--- src/design/sip_pkg.sv ---
// ----------------------------------------------------------------------------
// sip_pkg
// shared types and constants of the sample interval qualifier
// ----------------------------------------------------------------------------
package sip_pkg;

   localparam int CSR_ADDR_W = 5;
   localparam int CSR_DATA_W = 64;

   localparam logic [1:0] REG_EXPECTED_CHANNEL = 2'd0;
   localparam logic [1:0] REG_NOMINAL_INTERVAL = 2'd1;
   localparam logic [1:0] REG_CAL_VERSION      = 2'd2;

   localparam logic [63:0] NOMINAL_RESET = 64'd1000;

   localparam logic OP_SAMPLE  = 1'b0;
   localparam logic OP_TIMEOUT = 1'b1;

   localparam logic [2:0] CLASS_NONE    = 3'd0;
   localparam logic [2:0] CLASS_INVALID = 3'd1;
   localparam logic [2:0] CLASS_GAP     = 3'd2;
   localparam logic [2:0] CLASS_STALE   = 3'd3;

   // configuration seen by the datapath, time values zero extended
   typedef struct packed {
      logic [31:0] expected_channel;
      logic [31:0] cal_version;
      logic [63:0] nominal;
      logic [63:0] timeout;
      logic [63:0] limit;
   } cfg_type;

   typedef struct packed {
      logic        operation;
      logic [31:0] channel_tag;
      logic [63:0] time_us;
      logic [2:0]  prior_hint;
   } req_type;

   typedef struct packed {
      logic        fault_abort;
      logic [63:0] sequence_number;
      logic [63:0] interval_us;
      logic [31:0] version_out;
      logic        channel_reject;
      logic        timing_fault;
      logic        stale_missing;
      logic [2:0]  failure_class;
      logic        class_assigned;
      logic [63:0] deadline_us;
   } rsp_type;

endpackage

--- src/design/sip_csr.sv ---
// ----------------------------------------------------------------------------
// sip_csr
// configuration registers with precomputed timeout and clamp limit
// ----------------------------------------------------------------------------
module sip_csr #(
   parameter int TIME_WIDTH   = 64,
   parameter int CLAMP_FACTOR = 10
) (
   input  logic                           clock,
   input  logic                           reset,
   input  logic                           csr_psel,
   input  logic                           csr_penable,
   input  logic                           csr_pwrite,
   input  logic [sip_pkg::CSR_ADDR_W-1:0] csr_paddr,
   input  logic [sip_pkg::CSR_DATA_W-1:0] csr_pwdata,
   output logic [sip_pkg::CSR_DATA_W-1:0] csr_prdata,
   output logic                           csr_pready,
   output sip_pkg::cfg_type               cfg
);

   localparam int MulW = TIME_WIDTH + 7;

   function automatic logic [TIME_WIDTH-1:0] sat_mul(input logic [TIME_WIDTH-1:0] a,
                                                      input logic [6:0] k);
      logic [MulW-1:0] p;
      begin
         p = MulW'(a) * MulW'(k);
         if (p[MulW-1:TIME_WIDTH] != '0) return '1;
         return p[TIME_WIDTH-1:0];
      end
   endfunction

   function automatic logic [TIME_WIDTH-1:0] eff_nom(input logic [63:0] v);
      logic [TIME_WIDTH-1:0] n;
      begin
         n = v[TIME_WIDTH-1:0];
         if (n == '0) return TIME_WIDTH'(1);
         return n;
      end
   endfunction

   logic [31:0]           expected_channel_ff;
   logic [63:0]           nominal_ff;
   logic [31:0]           cal_version_ff;
   logic [TIME_WIDTH-1:0] nom_eff_ff;
   logic [TIME_WIDTH-1:0] timeout_ff;
   logic [TIME_WIDTH-1:0] limit_ff;
   logic [TIME_WIDTH-1:0] nom_in;
   logic [1:0]            index;
   logic                  wr_en;

   assign csr_pready = 1'b1;
   assign index      = csr_paddr[4:3];
   assign wr_en      = csr_psel && csr_penable && csr_pwrite && csr_pready;
   assign nom_in     = eff_nom(csr_pwdata);

   always_ff @(posedge clock) begin
      if (reset) begin
         expected_channel_ff <= '0;
         nominal_ff          <= sip_pkg::NOMINAL_RESET;
         cal_version_ff      <= '0;
         nom_eff_ff          <= eff_nom(sip_pkg::NOMINAL_RESET);
         timeout_ff          <= sat_mul(eff_nom(sip_pkg::NOMINAL_RESET), 7'd2);
         limit_ff            <= sat_mul(eff_nom(sip_pkg::NOMINAL_RESET), 7'(CLAMP_FACTOR));
      end else if (wr_en) begin
         unique case (index)
            sip_pkg::REG_EXPECTED_CHANNEL: begin
               expected_channel_ff <= csr_pwdata[31:0];
            end
            sip_pkg::REG_NOMINAL_INTERVAL: begin
               nominal_ff <= csr_pwdata;
               nom_eff_ff <= nom_in;
               timeout_ff <= sat_mul(nom_in, 7'd2);
               limit_ff   <= sat_mul(nom_in, 7'(CLAMP_FACTOR));
            end
            sip_pkg::REG_CAL_VERSION: begin
               cal_version_ff <= csr_pwdata[31:0];
            end
            default: begin
            end
         endcase
      end
   end

   always_comb begin
      unique case (index)
         sip_pkg::REG_EXPECTED_CHANNEL: csr_prdata = 64'(expected_channel_ff);
         sip_pkg::REG_NOMINAL_INTERVAL: csr_prdata = nominal_ff;
         sip_pkg::REG_CAL_VERSION:      csr_prdata = 64'(cal_version_ff);
         default:                       csr_prdata = '0;
      endcase
   end

   assign cfg.expected_channel = expected_channel_ff;
   assign cfg.cal_version      = cal_version_ff;
   assign cfg.nominal          = 64'(nom_eff_ff);
   assign cfg.timeout          = 64'(timeout_ff);
   assign cfg.limit            = 64'(limit_ff);

endmodule

--- src/design/sip_qualify.sv ---
// ----------------------------------------------------------------------------
// sip_qualify
// input register, qualification logic, channel state and result register
// ----------------------------------------------------------------------------
module sip_qualify #(
   parameter int TIME_WIDTH = 64
) (
   input  logic             clock,
   input  logic             reset,
   input  sip_pkg::cfg_type cfg,
   input  logic             req_valid,
   output logic             req_ready,
   input  sip_pkg::req_type req_item,
   output logic             rsp_valid,
   input  logic             rsp_ready,
   output sip_pkg::rsp_type rsp_item
);

   logic                  in_valid_ff;
   sip_pkg::req_type      in_item_ff;
   logic                  out_valid_ff;
   sip_pkg::rsp_type      out_item_ff;
   logic [63:0]           next_seq_ff;
   logic [TIME_WIDTH-1:0] last_arrival_ff;
   logic                  armed_ff;
   logic [TIME_WIDTH-1:0] deadline_ff;

   logic                  move;
   sip_pkg::rsp_type      out_item_in;
   logic [63:0]           next_seq_in;
   logic [TIME_WIDTH-1:0] last_arrival_in;
   logic                  armed_in;
   logic [TIME_WIDTH-1:0] deadline_in;

   logic [TIME_WIDTH-1:0] now;
   logic [TIME_WIDTH-1:0] nom;
   logic [TIME_WIDTH-1:0] timeout;
   logic [TIME_WIDTH-1:0] limit;
   logic [TIME_WIDTH-1:0] delta;
   logic [TIME_WIDTH:0]   sum;
   logic [TIME_WIDTH-1:0] new_deadline;

   assign move      = in_valid_ff && (!out_valid_ff || rsp_ready);
   assign req_ready = !in_valid_ff || move;
   assign rsp_valid = out_valid_ff;
   assign rsp_item  = out_item_ff;

   assign now          = in_item_ff.time_us[TIME_WIDTH-1:0];
   assign nom          = cfg.nominal[TIME_WIDTH-1:0];
   assign timeout      = cfg.timeout[TIME_WIDTH-1:0];
   assign limit        = cfg.limit[TIME_WIDTH-1:0];
   assign delta        = (now > last_arrival_ff) ? now - last_arrival_ff : '0;
   assign sum          = {1'b0, now} + {1'b0, timeout};
   assign new_deadline = sum[TIME_WIDTH] ? '1 : sum[TIME_WIDTH-1:0];

   always_comb begin
      next_seq_in     = next_seq_ff;
      last_arrival_in = last_arrival_ff;
      armed_in        = armed_ff;
      deadline_in     = deadline_ff;

      out_item_in                 = '0;
      out_item_in.version_out     = cfg.cal_version;
      out_item_in.sequence_number = next_seq_ff;
      out_item_in.failure_class   = in_item_ff.prior_hint;
      out_item_in.deadline_us     = 64'(new_deadline);

      if (in_item_ff.operation == sip_pkg::OP_TIMEOUT) begin
         next_seq_in                = next_seq_ff + 64'd1;
         deadline_in                = new_deadline;
         out_item_in.interval_us    = 64'(timeout);
         out_item_in.stale_missing  = 1'b1;
         out_item_in.failure_class  = sip_pkg::CLASS_STALE;
         out_item_in.class_assigned = 1'b1;
      end else if (in_item_ff.channel_tag != cfg.expected_channel) begin
         out_item_in.fault_abort     = 1'b1;
         out_item_in.channel_reject  = 1'b1;
         out_item_in.sequence_number = '0;
         out_item_in.version_out     = '0;
         out_item_in.deadline_us     = 64'(deadline_ff);
      end else begin
         next_seq_in             = next_seq_ff + 64'd1;
         last_arrival_in         = now;
         armed_in                = 1'b1;
         deadline_in             = new_deadline;
         out_item_in.interval_us = 64'(nom);
         if (armed_ff) begin
            if (delta == '0) begin
               out_item_in.timing_fault = 1'b1;
               if (in_item_ff.prior_hint == sip_pkg::CLASS_NONE) begin
                  out_item_in.failure_class  = sip_pkg::CLASS_INVALID;
                  out_item_in.class_assigned = 1'b1;
               end
            end else if (delta > limit) begin
               out_item_in.timing_fault = 1'b1;
               if (in_item_ff.prior_hint == sip_pkg::CLASS_NONE) begin
                  out_item_in.failure_class  = sip_pkg::CLASS_GAP;
                  out_item_in.class_assigned = 1'b1;
               end
            end else begin
               out_item_in.interval_us = 64'(delta);
            end
         end
      end
   end

   always_ff @(posedge clock) begin
      if (reset) begin
         in_valid_ff     <= 1'b0;
         out_valid_ff    <= 1'b0;
         next_seq_ff     <= '0;
         last_arrival_ff <= '0;
         armed_ff        <= 1'b0;
         deadline_ff     <= '0;
      end else begin
         if (req_ready) begin
            in_valid_ff <= req_valid;
         end
         if (move) begin
            out_valid_ff    <= 1'b1;
            next_seq_ff     <= next_seq_in;
            last_arrival_ff <= last_arrival_in;
            armed_ff        <= armed_in;
            deadline_ff     <= deadline_in;
         end else if (rsp_ready) begin
            out_valid_ff <= 1'b0;
         end
      end
   end

   always_ff @(posedge clock) begin
      if (req_ready && req_valid) begin
         in_item_ff <= req_item;
      end
      if (move) begin
         out_item_ff <= out_item_in;
      end
   end

endmodule

--- src/design/sample_interval_qualifier.sv ---
// ----------------------------------------------------------------------------
// sample_interval_qualifier
// qualifies timestamped samples of one channel, flags timing anomalies and
// keeps a watchdog deadline
// path: an input transfer passes through the input register, then the result register
// throughput: one item per cycle while rsp_tready is high, set by the input and result registers
// reset: synchronous, clears sequence, arrival, armed flag and deadline;
// registers return to channel 0, nominal 1000, version 0
// ----------------------------------------------------------------------------
module sample_interval_qualifier #(
   parameter int TIME_WIDTH   = 64,
   parameter int CLAMP_FACTOR = 10
) (
   input  logic                           clock,
   input  logic                           reset,
   input  logic                           req_tvalid,
   output logic                           req_tready,
   input  logic [103:0]                   req_tdata,  // channel_tag, time_us, prior_hint
   input  logic [0:0]                     req_tuser,  // operation
   output logic                           rsp_tvalid,
   input  logic                           rsp_tready,
   // fault_abort, sequence_number, interval_us, version_out, channel_reject,
   // timing_fault, stale_missing, failure_class, class_assigned, deadline_us
   output logic [231:0]                   rsp_tdata,
   input  logic                           csr_psel,
   input  logic                           csr_penable,
   input  logic                           csr_pwrite,
   input  logic [sip_pkg::CSR_ADDR_W-1:0] csr_paddr,
   input  logic [sip_pkg::CSR_DATA_W-1:0] csr_pwdata,
   output logic [sip_pkg::CSR_DATA_W-1:0] csr_prdata,
   output logic                           csr_pready
);

   sip_pkg::cfg_type cfg;
   sip_pkg::req_type req_item;
   sip_pkg::rsp_type rsp_item;

   assign req_item.operation   = req_tuser[0];
   assign req_item.channel_tag = req_tdata[31:0];
   assign req_item.time_us     = req_tdata[95:32];
   assign req_item.prior_hint  = req_tdata[98:96];

   assign rsp_tdata[0]       = rsp_item.fault_abort;
   assign rsp_tdata[64:1]    = rsp_item.sequence_number;
   assign rsp_tdata[128:65]  = rsp_item.interval_us;
   assign rsp_tdata[160:129] = rsp_item.version_out;
   assign rsp_tdata[161]     = rsp_item.channel_reject;
   assign rsp_tdata[162]     = rsp_item.timing_fault;
   assign rsp_tdata[163]     = rsp_item.stale_missing;
   assign rsp_tdata[166:164] = rsp_item.failure_class;
   assign rsp_tdata[167]     = rsp_item.class_assigned;
   assign rsp_tdata[231:168] = rsp_item.deadline_us;

   sip_csr #(
      .TIME_WIDTH   (TIME_WIDTH),
      .CLAMP_FACTOR (CLAMP_FACTOR)
   ) u_csr (
      .clock       (clock),
      .reset       (reset),
      .csr_psel    (csr_psel),
      .csr_penable (csr_penable),
      .csr_pwrite  (csr_pwrite),
      .csr_paddr   (csr_paddr),
      .csr_pwdata  (csr_pwdata),
      .csr_prdata  (csr_prdata),
      .csr_pready  (csr_pready),
      .cfg         (cfg)
   );

   sip_qualify #(
      .TIME_WIDTH (TIME_WIDTH)
   ) u_qualify (
      .clock     (clock),
      .reset     (reset),
      .cfg       (cfg),
      .req_valid (req_tvalid),
      .req_ready (req_tready),
      .req_item  (req_item),
      .rsp_valid (rsp_tvalid),
      .rsp_ready (rsp_tready),
      .rsp_item  (rsp_item)
   );

endmodule

--- config.mk ---
export PLATFORM = sky130hd
export DESIGN_NAME = sample_interval_qualifier
export DESIGN_NICKNAME = d
export VERILOG_FILES = /design/src/design/sip_pkg.sv /design/src/design/sip_csr.sv /design/src/design/sip_qualify.sv /design/src/design/sample_interval_qualifier.sv
export SDC_FILE = /design/constraint.sdc
export NUM_CORES = 2
export LEC_CHECK = 0
export BUFFER_PORTS_ARGS = -buffer_cell sky130_fd_sc_hd__buf_4
export CORE_ASPECT_RATIO = 0.7
export CORE_MARGIN = 2
export CORE_UTILIZATION = 45
export DETAILED_ROUTE_END_ITERATION = 10
export PLACE_DENSITY = 0.63
export SYNTH_ARGS = -nofsm -noshare
export SYNTH_HDL_FRONTEND = slang
export SYNTH_SLANG_ARGS = --single-unit
--- constraint.sdc ---
create_clock -name clock -period 32.9 [get_ports clock]
set_input_delay 3.29 -clock clock [delete_from_list [all_inputs] [get_ports clock]]
set_output_delay 3.29 -clock clock [all_outputs]
set_load 0.01 [all_outputs]
==> summary.md <==
| Metric | Value |
|---|---|
| Clock Power Share | 0.393 |
| Sequential share of power | 0.444 |
| Ys flop type | dfxtp_1 |
| DRC | 0 |
| Top delay family on crit path | simple AND/OR/NAND/NOR gates |
| Number of global-route vias before repair | 37530 |
| CP required | 33430 ps |
| Main combinational cell family by area after synthesis | simple AND/OR/NAND/NOR gates |
| Yosys reg bits | 845 |
| TritonRoute pass-1 iters | 6 |
| First-pass GRT wire length | 235700 um |
| All-Layer GR Usage | 0.2856 |
| Layout cells sized above 1 | 0.1240 |
| Area growth, synth to finish | 15.05% |
| Adder-Cell Fraction of Synth Area | 0.08572 |
| Crit path arrival time | 11260 ps |
| Sequential fraction of the synthesis area | 0.4293 |
| Worst rel slew slack | 0.1747 |
| Final Skew | 35.14 ps |
| Core Rows | 99 |
| Die width | 390.8 um |
| Internal reg-to-reg setup slack | 23710 ps |
| CP Class | input pin to flip-flop |
| Final setup viols | 0 |
| DRT antenna net count | 0 |
| DRT Wirelength | 158800 um |
| Grt total ovfl | 0 |
| Antenna violations before repair | 3 |
| Hold Path Class | flip-flop to flip-flop |
| Sw Pwr | 0.0007389 W |
| I/O pin count | 480 |
| Max stage delay on crit path | 1040 ps |
| Internal Pwr Total | 0.001832 W |
| Final worst-path cycle share | 0.3263 |
| Placed wire-length estimate | 119500 um |
| Outcome | completed |
| Max frequency | 93.15 MHz |
| IO buf count | 470 |
| Post-route design area | 54210 sq um |
| Mux cell area share after synthesis | 0.007860 |
| Post-Synth XOR/XNOR Area | 0.04573 |
| Die ar. | 107400 sq um |
| Clock Pin Slew Worst Setup and Hold Paths | 70 ps |
| GPL Wtd Cong | 0.9309 |
| CP endpoint kind | flip-flop |
| Number of fill cells | 9728 |
| Clk Latency, worst-skew pair | 700 ps |
| Max Transition Viols Final | 0 |
| CTS max path bufs | 3 |
| Iter 0 DRT Violations | 3788 |
| Cells after Synth | 5402 |
| Root Buffer | clkbuf_16 |
| Fraction of registers with async set/reset | 0 |
| Crit path cell chain | buf_4 > nor4_1 > nand4_1 > nor4_1 > nor2_1 > inv_1 > ha_1 > ha_1 > fa_1 > a211oi_1 > o21ai_0 > nand4_1 > a211oi_1 > o21ai_0 > a21o_1 > a31oi_1 > a21oi_1 > o31ai_1 > a21boi_0 > mux2i_1 > nor3_2 > buf_4 > a221oi_1 |
| IR drop worst, VDD | 0.03812 mV |
| Dpl cell area | 51320 sq um |
| Critical path peak fanout | 32 |
| Power Dens Cells | 47.42 nW/um^2 |
| Core ar. | 104100 sq um |
| Distinct cell type count after synthesis | 85 |
| Vias/cell | 5.813 |
| Syn nets | 5904 |
| TritonCTS clock tree | done |
| Initial Util | 0.4528 |
| Logic pwr share | 0.163 |
| Worst-Margin Slew | 1227 ps |
| Pleak | 21.36 nW |
| Clock Sink Count | 845 |
| Post-CTS Setup Bufs | 0 |
| Hold buffer count at cts | 0 |
| Sum Neg Setup Slack | 0 ps |
| PostCTS Resize Cnt | 0 |
| Crit path buffers/inverters | 3 |
| RSZ-0062 raised after global routing | no |
| Routed wire per std cell | 22.49 um |
| Syn avg cell area | 8.722 sq um |
| Max Cap Violations | 0 |
| CP startpoint kind | input pin |
| Fin crit period | 10740 ps |
| Via count | 41060 |
| Switching portion of total power | 0.2874 |
| # H-tree levels | 3 |
| Post-synth EDFFs | 331 |
| Largest net degree at the start of global routing | 141 |
| Compound-Gate Fraction of Synth Area | 0.1870 |
| Post-layout nets | 6128 |
| Mapped Area | 47120 sq um |
| YS warnings | 0 |
| Chip height | 274.7 um |
| CTS Buf Count | 86 |
| Final Hold Fails | 0 |
| Post-Synth Simple-Gate Area | 0.1961 |
| Slowest CP cell | nor4_1 |
-- per-stage QoR --
stage / util / hold slack [ps] / setup slack, ps / instances / total power, W
3_5_place_dp: 0.4932 / 435.0 / 21910 / 6901 / 0.001575
4_1_cts: 0.5210 / 445.6 / 22610 / 7063 / 0.002580
6_report: 0.5210 / 444.4 / 22160 / 7064 / 0.002571
5_1_grt: 0.5210 / 460.4 / 21480 / 7063 / 0.002667
3_3_place_gp: 0.4932 / 431.2 / 21810 / 6901 / 0.001573
2_1_floorplan: - / 422.6 / 16170 / 5402 / 0.001428
-- registers in the layout, summed over array words and instances, names as in the netlist, 32 cells and up --
signal                     flops
u_csr.cal_version_ff          32
u_csr.expected_channel_ff     32
u_csr.limit_ff                64
u_csr.nom_eff_ff              63
u_csr.nominal_ff              64
u_csr.timeout_ff              64
u_qualify.deadline_ff         64
u_qualify.in_item_ff          36
u_qualify.last_arrival_ff     64
u_qualify.next_seq_ff         64
u_qualify.now                 64
u_qualify.rsp_item           231
-- routing by layer --
layer / up-vias / GRT usage / share of wire
met5: - / 0 / 0
met4: 0 / 0.05720 / 0.019
met3: 176 / 0.04970 / 0.072
met2: 1337 / 0.4356 / 0.44
met1: 19930 / 0.4235 / 0.47
li1: 19620 / - / -
-- cell type report --
cell class	count	area, sq um	share of cell area
antenna	1	2.502	0.00004616
clock buffer	112	2399	0.04425
clock inverter	50	488.0	0.009002
inverter	203	762.0	0.01406
multi-input combinational	3972	24720	0.4559
sequential	845	20230	0.3732
tap	1363	1705	0.03146
timing repair buffer	518	3909	0.07210
-- layout by cell type (no fill, tap or decap), types with 7 or more instances in the layout --
| cell type | netlist | final |
|---|---|---|
| o31a_1 | 12 | 12 |
| o21ai_0 | 162 | 161 |
| or2_2 | 10 | 11 |
| a211oi_1 | 86 | 86 |
| a31oi_1 | 27 | 27 |
| or4_1 | 7 | 7 |
| nor3_1 | 180 | 176 |
| buf_4 | 2 | 516 |
| xnor2_1 | 143 | 142 |
| a21oi_1 | 566 | 566 |
| clkbuf_16 | 0 | 90 |
| a21o_1 | 171 | 170 |
| a221o_1 | 57 | 57 |
| nor2b_1 | 62 | 60 |
| o21ai_1 | 17 | 17 |
| a211o_1 | 7 | 7 |
| o21a_1 | 26 | 26 |
| o31ai_1 | 15 | 15 |
| o211ai_1 | 28 | 28 |
| nor4_1 | 34 | 33 |
| nor2_1 | 488 | 488 |
| and4_1 | 14 | 14 |
| o21bai_1 | 46 | 46 |
| a221oi_1 | 65 | 65 |
| clkinv_2 | 0 | 20 |
| edfxtp_1 | 331 | 331 |
| ha_1 | 318 | 318 |
| xor2_1 | 103 | 103 |
| or3_1 | 27 | 27 |
| clkbuf_1 | 338 | 15 |
| inv_1 | 203 | 203 |
| and2_1 | 204 | 200 |
| nand2_1 | 718 | 717 |
| and3_1 | 33 | 33 |
| dfxtp_1 | 514 | 514 |
| nand2b_1 | 18 | 18 |
| nand3_1 | 73 | 73 |
| mux2i_1 | 37 | 37 |
| nand4_1 | 101 | 101 |
-- worst reg2reg max path, stage by stage, from the launching register on --
cell and delay (ps):
edfxtp_1 440, ha_1 430, a21oi_1 400, o21ai_1 170, nor3_1 550, a2111oi_1 270
nor4_2 720, xor2_1 580, nor2_1 100, ha_1 330, nand4_1 140, nor3_1 590
nand4_1 220, or3_1 400, or3_1 490, nor2_1 440, o21ai_0 460, o211ai_1 230
a21oi_1 100, o21bai_1 300, a21oi_2 50, buf_4 240, a21boi_4 350, buf_4 590
a221o_1 480
-- kinds of logic after synthesis --
| kind of cell | Yosys count |
|---|---|
| compound gates | 1375 |
| mux | 37 |
| other cells | 1 |
| xor+xnor | 246 |
| buf+inv | 585 |
| fa+ha+maj | 321 |
| flops | 845 |
| simple gates | 1992 |
-- Yosys cell counts, types with 15 or more instances --
library cell,instances,area share
a211oi_1,86,0.014
a21o_1,171,0.027
a21oi_1,566,0.060
a221o_1,57,0.012
a221oi_1,65,0.012
a31oi_1,27,0.0036
and2_1,204,0.027
and3_1,33,0.0044
buf_1,15,0.0012
buf_2,22,0.0023
clkbuf_1,338,0.027
dfxtp_1,514,0.22
edfxtp_1,331,0.21
ha_1,318,0.084
inv_1,203,0.016
mux2i_1,37,0.0079
nand2_1,718,0.057
nand2b_1,18,0.0024
nand3_1,73,0.0078
nand4_1,101,0.013
nor2_1,488,0.039
nor2b_1,62,0.0082
nor3_1,180,0.019
nor4_1,34,0.0045
o211ai_1,28,0.0045
o21a_1,26,0.0041
o21ai_0,162,0.017
o21ai_1,17,0.0018
o21bai_1,46,0.0073
o31ai_1,15,0.0024
or3_1,27,0.0036
xnor2_1,143,0.027
xor2_1,103,0.019
-- power by group through the flow --
| stage | clock (W) | combinational (W) | sequential [W] |
|---|---|---|---|
| floorplan | 0 | 0.000260 | 0.00117 |
| global placement | 0 | 0.000409 | 0.00116 |
| detailed placement | 0 | 0.000411 | 0.00116 |
| CTS | 0.00103 | 0.000414 | 0.00114 |
| global route | 0.00107 | 0.000457 | 0.00114 |
| finish | 0.00101 | 0.000420 | 0.00114 |
-- worst paths after layout --
| kind | cells past startpoint | to | from |
|---|---|---|---|
| max | 23 | u_csr.limit_ff[1] | csr_pwdata[18] |
| min | 2 | u_csr.nominal_ff[9] | u_csr.nominal_ff[9] |
| max reg2reg | 24 | u_qualify.rsp_item[162] | u_qualify.now[11] |
| min reg2reg | 2 | u_csr.nominal_ff[9] | u_csr.nominal_ff[9] |
Power figures use the tool's default switching activity.
